## src/bffa_pkg.sv

```systemverilog
`default_nettype none

package bffa_pkg;

  localparam int unsigned MAX_INODES_DEF = 4096;
  localparam int unsigned MAX_ZONES_DEF  = 65536;

  localparam int unsigned WORD_BITS   = 32;
  localparam int unsigned BIT_W       = 5;
  localparam int unsigned IDX_W       = 16;
  localparam int unsigned LIMIT_W     = 17;
  localparam int unsigned FIELD_REACH = 65536;
  // Positions are 16 bits wide, so no more than 2048 words are ever reached.
  localparam int unsigned WADDR_W     = IDX_W - BIT_W;
  localparam int unsigned REACH_WORDS = FIELD_REACH / WORD_BITS;
  localparam int unsigned PADDR_W     = 3;
  localparam int unsigned PDATA_W     = 32;

  localparam logic MODE_ALLOC = 1'b0;
  localparam logic MODE_FREE  = 1'b1;
  localparam logic MAP_INODE  = 1'b0;
  localparam logic MAP_ZONE   = 1'b1;

  // Only paddr bit 2 is decoded: it picks the inode or the zone count.
  localparam logic REG_INODE_COUNT = 1'b0;
  localparam logic REG_ZONE_COUNT  = 1'b1;

  typedef enum logic [1:0] {
    STATUS_OK      = 2'd0,
    STATUS_NO_FREE = 2'd1,
    STATUS_RANGE   = 2'd2
  } status_e;

  typedef enum logic [2:0] {
    S_CLEAR,
    S_IDLE,
    S_SCAN,
    S_FREE,
    S_HOLD
  } state_e;

  typedef struct packed {
    logic             mode;
    logic             map_select;
    logic [IDX_W-1:0] bit_index;
  } in_item_t;

  typedef struct packed {
    status_e          status;
    logic [IDX_W-1:0] position;
  } out_item_t;

  typedef struct packed {
    logic                 we;
    logic                 re;
    logic [WADDR_W-1:0]   addr;
    logic [WORD_BITS-1:0] wdata;
  } mem_req_t;

  // Index of the lowest set bit; only meaningful when v is nonzero.
  function automatic logic [BIT_W-1:0] first_one(input logic [WORD_BITS-1:0] v);
    logic [BIT_W-1:0] idx;
    idx = '0;
    for (int i = WORD_BITS - 1; i >= 0; i--) begin
      if (v[i]) begin
        idx = BIT_W'(i);
      end
    end
    return idx;
  endfunction

endpackage

`default_nettype wire

```

## src/bffa_ctrl.sv

```systemverilog
`default_nettype none

module bffa_ctrl #(
  parameter int unsigned CLEAR_WORDS = 2048
) (
  input  wire logic                          clk_i,
  input  wire logic                          rst_ni,
  input  wire logic                          in_valid_i,
  output logic                               in_stall_o,
  input  wire bffa_pkg::in_item_t            in_data_i,
  output logic                               out_valid_o,
  input  wire logic                          out_stall_i,
  output bffa_pkg::out_item_t                out_data_o,
  input  wire logic [bffa_pkg::LIMIT_W-1:0]  inode_limit_i,
  input  wire logic [bffa_pkg::LIMIT_W-1:0]  zone_limit_i,
  output bffa_pkg::mem_req_t                 ireq_o,
  output bffa_pkg::mem_req_t                 zreq_o,
  input  wire logic [bffa_pkg::WORD_BITS-1:0] irdata_i,
  input  wire logic [bffa_pkg::WORD_BITS-1:0] zrdata_i
);
  import bffa_pkg::*;

  localparam logic [WADDR_W-1:0] CLR_LAST = WADDR_W'(CLEAR_WORDS - 1);

  state_e               state_q, state_d;
  logic [WADDR_W-1:0]   clr_q, clr_d;
  logic [WADDR_W-1:0]   chk_q, chk_d;
  logic [LIMIT_W-1:0]   lim_q, lim_d;
  in_item_t             op_q, op_d;
  out_item_t            hold_q, hold_d;
  logic                 out_valid_q, out_valid_d;
  out_item_t            out_q, out_d;

  mem_req_t             req;
  logic                 req_all;
  logic                 req_sel;
  logic                 fin_vld;
  out_item_t            fin_item;
  logic                 slot_free;
  logic [LIMIT_W-1:0]   sel_lim;
  logic [WORD_BITS-1:0] rdata;
  logic [LIMIT_W-1:0]   lim_m1;
  logic [WADDR_W-1:0]   last_word;
  logic                 is_last;
  logic [WORD_BITS-1:0] valid_mask;
  logic [WORD_BITS-1:0] free_bits;
  logic [BIT_W-1:0]     hit;

  assign slot_free = !out_valid_q || !out_stall_i;
  assign rdata     = (op_q.map_select == MAP_ZONE) ? zrdata_i : irdata_i;
  assign sel_lim   = (in_data_i.map_select == MAP_ZONE) ? zone_limit_i : inode_limit_i;

  // The last word in use may be partly beyond the limit; those bits read as taken.
  assign lim_m1     = lim_q - LIMIT_W'(1);
  assign last_word  = lim_m1[IDX_W-1:BIT_W];
  assign is_last    = (chk_q == last_word);
  assign valid_mask = (!is_last || lim_q[BIT_W-1:0] == '0) ? '1
                    : ((WORD_BITS'(1) << lim_q[BIT_W-1:0]) - WORD_BITS'(1));
  assign free_bits  = ~rdata & valid_mask;
  assign hit        = first_one(free_bits);

  always_comb begin
    state_d     = state_q;
    clr_d       = clr_q;
    chk_d       = chk_q;
    lim_d       = lim_q;
    op_d        = op_q;
    hold_d      = hold_q;
    out_d       = out_q;
    out_valid_d = out_valid_q && out_stall_i;
    req         = '0;
    req_all     = 1'b0;
    req_sel     = op_q.map_select;
    fin_vld     = 1'b0;
    fin_item    = '0;

    unique case (state_q)
      S_CLEAR: begin
        req.we  = 1'b1;
        req.addr = clr_q;
        req_all = 1'b1;
        if (clr_q == CLR_LAST) begin
          state_d = S_IDLE;
        end else begin
          clr_d = clr_q + WADDR_W'(1);
        end
      end
      S_IDLE: begin
        req_sel = in_data_i.map_select;
        if (in_valid_i) begin
          op_d  = in_data_i;
          lim_d = sel_lim;
          if (in_data_i.mode == MODE_ALLOC) begin
            if (sel_lim == '0) begin
              fin_vld         = 1'b1;
              fin_item.status = STATUS_NO_FREE;
            end else begin
              req.re  = 1'b1;
              req.addr = '0;
              chk_d   = '0;
              state_d = S_SCAN;
            end
          end else begin
            if ({1'b0, in_data_i.bit_index} >= sel_lim) begin
              fin_vld         = 1'b1;
              fin_item.status = STATUS_RANGE;
            end else begin
              req.re   = 1'b1;
              req.addr = in_data_i.bit_index[IDX_W-1:BIT_W];
              state_d  = S_FREE;
            end
          end
        end
      end
      S_SCAN: begin
        if (free_bits != '0) begin
          req.we            = 1'b1;
          req.addr          = chk_q;
          req.wdata         = rdata | (WORD_BITS'(1) << hit);
          fin_vld           = 1'b1;
          fin_item.status   = STATUS_OK;
          fin_item.position = {chk_q, hit};
        end else if (is_last) begin
          fin_vld         = 1'b1;
          fin_item.status = STATUS_NO_FREE;
        end else begin
          // Fetch the next word while this one is being examined.
          req.re   = 1'b1;
          req.addr = chk_q + WADDR_W'(1);
          chk_d    = chk_q + WADDR_W'(1);
        end
      end
      S_FREE: begin
        req.we          = 1'b1;
        req.addr        = op_q.bit_index[IDX_W-1:BIT_W];
        req.wdata       = rdata & ~(WORD_BITS'(1) << op_q.bit_index[BIT_W-1:0]);
        fin_vld         = 1'b1;
        fin_item.status = STATUS_OK;
      end
      S_HOLD: begin
        if (slot_free) begin
          out_d       = hold_q;
          out_valid_d = 1'b1;
          state_d     = S_IDLE;
        end
      end
      default: begin
        state_d = S_IDLE;
      end
    endcase

    if (fin_vld) begin
      if (slot_free) begin
        out_d       = fin_item;
        out_valid_d = 1'b1;
        state_d     = S_IDLE;
      end else begin
        hold_d  = fin_item;
        state_d = S_HOLD;
      end
    end
  end

  always_comb begin
    ireq_o    = req;
    zreq_o    = req;
    ireq_o.we = req.we && (req_all || req_sel == MAP_INODE);
    ireq_o.re = req.re && (req_sel == MAP_INODE);
    zreq_o.we = req.we && (req_all || req_sel == MAP_ZONE);
    zreq_o.re = req.re && (req_sel == MAP_ZONE);
  end

  always_ff @(posedge clk_i or negedge rst_ni) begin
    if (!rst_ni) begin
      state_q     <= S_CLEAR;
      clr_q       <= '0;
      out_valid_q <= 1'b0;
    end else begin
      state_q     <= state_d;
      clr_q       <= clr_d;
      out_valid_q <= out_valid_d;
    end
  end

  always_ff @(posedge clk_i) begin
    chk_q  <= chk_d;
    lim_q  <= lim_d;
    op_q   <= op_d;
    hold_q <= hold_d;
    out_q  <= out_d;
  end

  assign in_stall_o  = (state_q != S_IDLE);
  assign out_valid_o = out_valid_q;
  assign out_data_o  = out_q;

endmodule

`default_nettype wire

```

## config.mk

```make
export PLATFORM = sky130hd
export DESIGN_NAME = bffa_ctrl
export DESIGN_NICKNAME = d
export VERILOG_FILES = /design/src/bffa_pkg.sv /design/src/bffa_ctrl.sv
export SDC_FILE = /design/constraint.sdc
export NUM_CORES = 1
export LEC_CHECK = 0
export BUFFER_PORTS_ARGS = -buffer_cell sky130_fd_sc_hd__clkbuf_2
export CAP_MARGIN = 20
export CORE_ASPECT_RATIO = 0.5
export CORE_MARGIN = 2
export CORE_UTILIZATION = 45
export CTS_BUF_LIST = sky130_fd_sc_hd__clkbuf_16
export CTS_CLUSTER_DIAMETER = 80
export DETAILED_ROUTE_END_ITERATION = 8
export PLACE_DENSITY = 0.85
export SYNTH_ARGS = -nofsm -noshare
export SYNTH_HDL_FRONTEND = slang
export SYNTH_SLANG_ARGS = --single-unit
```

## constraint.sdc

```tcl
create_clock -name clk_i -period 5.5 [get_ports clk_i]
set_clock_uncertainty 0.2 [all_clocks]
set_input_delay 1.1 -clock clk_i [delete_from_list [all_inputs] [get_ports clk_i]]
set_output_delay 1.1 -clock clk_i [all_outputs]
set_load 0.005 [all_outputs]
```

# --- After elaboration in Yosys (flattened, before gate mapping) ---
# Cells that the tools add are included.
classes:
  reduce_logical: 24
  n_mux: 89
  bitwise: 8
  n_lt_le_gt_ge: 1
  n_shift: 3
  n_eq_ne: 18
  add_sub_neg: 4
op_table:
  columns: ["operator", "n"]
  rows:
  - ["$mux W5", 32]
  - ["$mux W32", 3]
  - ["$shl A1 B5 Y32 const A", 3]
  - ["$mux W18", 4]
  - ["$mux W11", 6]
  - ["$and A32 B32 Y32", 2]
  - ["$not A32 Y32", 2]
  - ["$pmux W32 S2", 1]
  - ["$mux W12", 5]
  - ["$pmux W11 S4", 1]
  - ["$mux W16", 2]
  - ["$or A32 B32 Y32", 1]
  - ["$reduce_bool A32 Y1", 1]
  - ["$sub A32 B1 Y32 const B", 1]
  - ["$mux W3", 8]
  - ["$add A11 B1 Y11 const B", 2]
  - ["$pmux W11 S2", 1]
  - ["$ge A16 B17 Y1", 1]
  - ["$logic_not A17 Y1", 1]
  - ["$mux W17", 1]
  - ["$mux W1", 16]
  - ["$sub A16 B1 Y16 const B", 1]
  - ["$pmux W3 S4", 1]
  - ["$reduce_and A6 Y1", 2]
  - ["23 further kinds", 49]
totals:
  out_inout_bits: 110
  register_bits: 95
  word_cells: 158
  inputBits: 120

# --- Longest topological paths before layout ---
logic_depth:
  ltp_word: 42
  mapped_depth: 19
  depth_no_buf: 14

# --- Least setup slack after synthesis ---
# OpenSTA, ideal clock, no wires.
synth_path:
  path_type: "input to output"
  startpoint: "input port in_data_i[16] in the netlist's numbering"
  endpoint: "output port zreq_o[34] in the netlist's numbering"
  setup_slack_ps: -471
  t_arrival_ps: 4671
  required_ps: 4200
  cell_stages: 15
  n_path_buf: 4
  cell_sequence: "clkbuf_1 -> buf_1 -> mux2_2 -> inv_1 -> ha_1 -> a21o_1 -> a21oi_1 -> nor2b_1 -> or4_1 -> o31ai_1 -> nor2b_1 -> clkbuf_1 -> a222oi_1 -> o311ai_1 -> buf_4"
synth_rtl:
  columns: ["item", "line_no", "source"]
  rows:
  - ["start: declaration", "bffa_ctrl.sv:10", "input wire bffa_pkg::in_item_t in_data_i,"]
  - ["end: declaration", "bffa_ctrl.sv:17", "output bffa_pkg::mem_req_t zreq_o,"]

==> out/qor.txt <==
status - finished with violations
failing checks - negative setup slack
Starting Density - 0.460
synthesized area - 8470 sq um
crit start category - flip-flop
worst skew pair latency - 0.35 ns
WL per Instance - 23.2 um
initial antenna violation count - 0
crit share post-route - 1.07
Root Buffer - clkbuf_16
worst hold-check path type - flip-flop to flip-flop
ys async rst share - 0.158
Global Route Usage Sum - 0.320
synth top area cells - edfxtp_1, mux2i_1, dfrtp_1, dfxtp_1, a21oi_1
die area - 20,000 sq um
VDD IR max - 0.196 mV
DR vias - 9,927
dominant cell type by area after synthesis - edfxtp_1
grt total ovfl - 0
Post-synth EDFFs - 62
clock power share - 0.147
WL final - 35,100 um
clock tree sinks - 95
Post-Synth Simple-Gate Area - 0.195
first-pass GRT wire length - 49,600 um
Synth top area share - 0.220
Critical Path Most Common Cell - or4_4
Port Buffers - 229
Synth top cells by count - a21oi_1, edfxtp_1, nor2_1, nand2_1, mux2i_1
RSZ-0062 raised after global routing - yes
Die Span Y - 101 um
Worst Setup Path Type - flip-flop to primary output
#FFs+latches synth - 95
die width - 198 um
power share of the sequential group - 0.269
PD cells - 350 nW/um^2
vias in the first global route - 8,992
total CTS buffers - 9
Max Cap Viol - 0
drt first pass iters - 5
CP Data Arrival Time - 4.60 ns
I/O pin cnt - 230
crit-path max FO - 8
setup TNS - -30.06 ns
Rel. slew slack - 0.130
Worst Path Required - 4.20 ns
DRT iter0 DRCs - 1,336
YS warnings - 0
Core ar. - 18,400 sq um
f_max - 169 MHz
worst slack at placement - -0.122 ns
cts-stage hold buffer count - 0
sw frac - 0.453
clock buffer depth - 2
syn_nets - 1,116
slowest CP cell - or4_4
combinational power share - 0.584
largest family of logic cells by synthesized area - compound AO/OA/AOI/OAI gates
WHS - 0.308 ns
Clock transition at path regs - 0.07 ns
CP max stage delay - 0.61 ns
Leakage - 5.02 nW
Tmin final - 5.90 ns
net count reported at finish - 1,386
Post-Synth XOR/XNOR Area - 0.0348
largest net degree at the start of global routing - 36
post-synthesis mux area share - 0.0929
CTS tree - done
H-tree Lvls - 3
Worst-Margin Slew - 1.30 ns
Top FF cell, synth - edfxtp_1
DRT antenna net count - 0
filler instances - 1,366
syn_area_per_cell - 8.67 sq um
Crit path max-delay family - simple AND/OR/NAND/NOR gates
vias per inst - 6.57
Post-Syn Instances - 977
n_diodes - 0
setup violators final - 90
post-detail-place hpwl - 24,500 um
area share of fa/ha/maj cells after synthesis - 0.0281
Sw Pwr - 1.88 mW
synth unique cells - 86
crit path cell chain - or4_4, or4_4, o22ai_4, o221ai_4, buf_6, o31a_1, or4_4, nor4b_4, buf_6, a21oi_4, buf_8, o21bai_2, o31ai_4, clkbuf_2
Placer Congestion - 0.984
max-slew violations - 0
Synth Area in Compound Gates - 0.257
Worst setup EP type - primary output
WP buf/inv - 4
layout cells sized above 1 - 0.448
Internal - 2.27 mW
Final WS setup - -0.403 ns
detailed-route DRC error count - 0
Final Hold Viols - 0
sequential share of the synthesized area - 0.307
Area Overhead vs Synth - 39.6%
count leader, synth - a21oi_1
std cell rows - 35
repair_timing:
action / 4_1_cts / 5_1_grt
gates resized for setup: 104 / 126
buffers inserted: 12 / 27
cloned: 2 / 1
pin swaps: 30 / 54
setup endpoints to repair: 90 / 90
flip-flops by register name (all words and copies together) (netlist names):
register     cells
state_q          3
chk_q           11
out_data_o      18
lim_q           16
clr_q           11
op_q            17
hold_q          18
out_valid_o      1
area by class of cell:
class	instances	area, sq um	share of cell area
Clock inverter	7	63.8	0.00539
Tap cell	259	324	0.0274
Sequential cell	95	2600	0.220
Clock buffer	9	225	0.0190
Timing Repair Buffer	363	2300	0.194
Inverter	34	128	0.0108
Multi-Input combinational cell	744	6200	0.524
stage by stage:
step           cells  area [sq um]  total power, mW   util
2_1_floorplan    977          8530             2.35      -
3_3_place_gp    1456         10100             3.00  0.550
3_5_place_dp    1456         10100             3.06  0.550
4_1_cts         1486         11100             3.83  0.601
5_1_grt         1511         11800             4.32  0.642
6_report        1511         11800             4.14  0.642
cell families after synthesis:
group,count (synthesis)
AO/OA/AOI/OAI,316
XOR/XNOR,32
adder cells (fa/ha/maj),19
buffers and inverters,140
flip-flops,95
multiplexers,75
AND/OR/NAND/NOR,300
power by group through the flow:
stage	Sequential, mW	Clock (mW)	Combinational (mW)
after global routing	1.13	0.634	2.56
final	1.12	0.609	2.42
after global placement	1.10	0	1.90
after CTS	1.10	0.604	2.12
after floorplan	1.06	0	1.28
after detailed placement	1.11	0	1.94
cells in the final DEF, fill, tap and decap left out, drive strengths merged, types with 12 or more instances in the layout:
cell type / netlist / final
mux2i: 49 / 49
and3: 12 / 12
dfxtp: 18 / 18
o21ai: 68 / 68
nor2b: 17 / 17
dfrtp: 15 / 15
nand3: 38 / 38
inv: 34 / 37
nand2: 54 / 54
nor4: 12 / 12
nor3: 19 / 19
and2: 16 / 16
clkbuf: 36 / 214
xnor2: 23 / 23
ha: 19 / 19
buf: 70 / 158
a31oi: 13 / 13
o31ai: 33 / 33
nand4: 14 / 14
o22ai: 14 / 14
o211ai: 15 / 15
a21oi: 68 / 70
nor2: 56 / 56
edfxtp: 62 / 62
mux2: 26 / 26
worst register-to-register path: cells and delay by family (launching register included):
kind	cells	cell delay, ns
compound gates	4	0.79
buf+inv	6	1.12
flops	1	0.42
simple gates	6	2.46
path summary, 6_finish.rpt:
path / startpoint / to / slack (ns) / depth (start not counted)
max in group asynchronous: rst_ni / clr_q[3] / 4.30 / 1
hold reg to reg: clr_q[10] / clr_q[10] / 0.31 / 1
hold / removal: clr_q[10] / clr_q[10] / 0.31 / 1
min in group asynchronous: rst_ni / clr_q[2] / 0.48 / 1
setup reg to reg: lim_q[8] / hold_q[13] / 0.27 / 16
setup / recovery: lim_q[8] / ireq_o[7] / -0.40 / 14
routing by layer:
layer | track usage | vias up | wire, um
li1 | - | 4250 | -
met1 | 0.416 | 4678 | 13400
met2 | 0.533 | 813 | 15900
met3 | 0.0435 | 186 | 3710
met4 | 0.152 | 0 | 2030
met5 | 0 | - | 0
No activity file was read; power rests on OpenSTA's default activity.
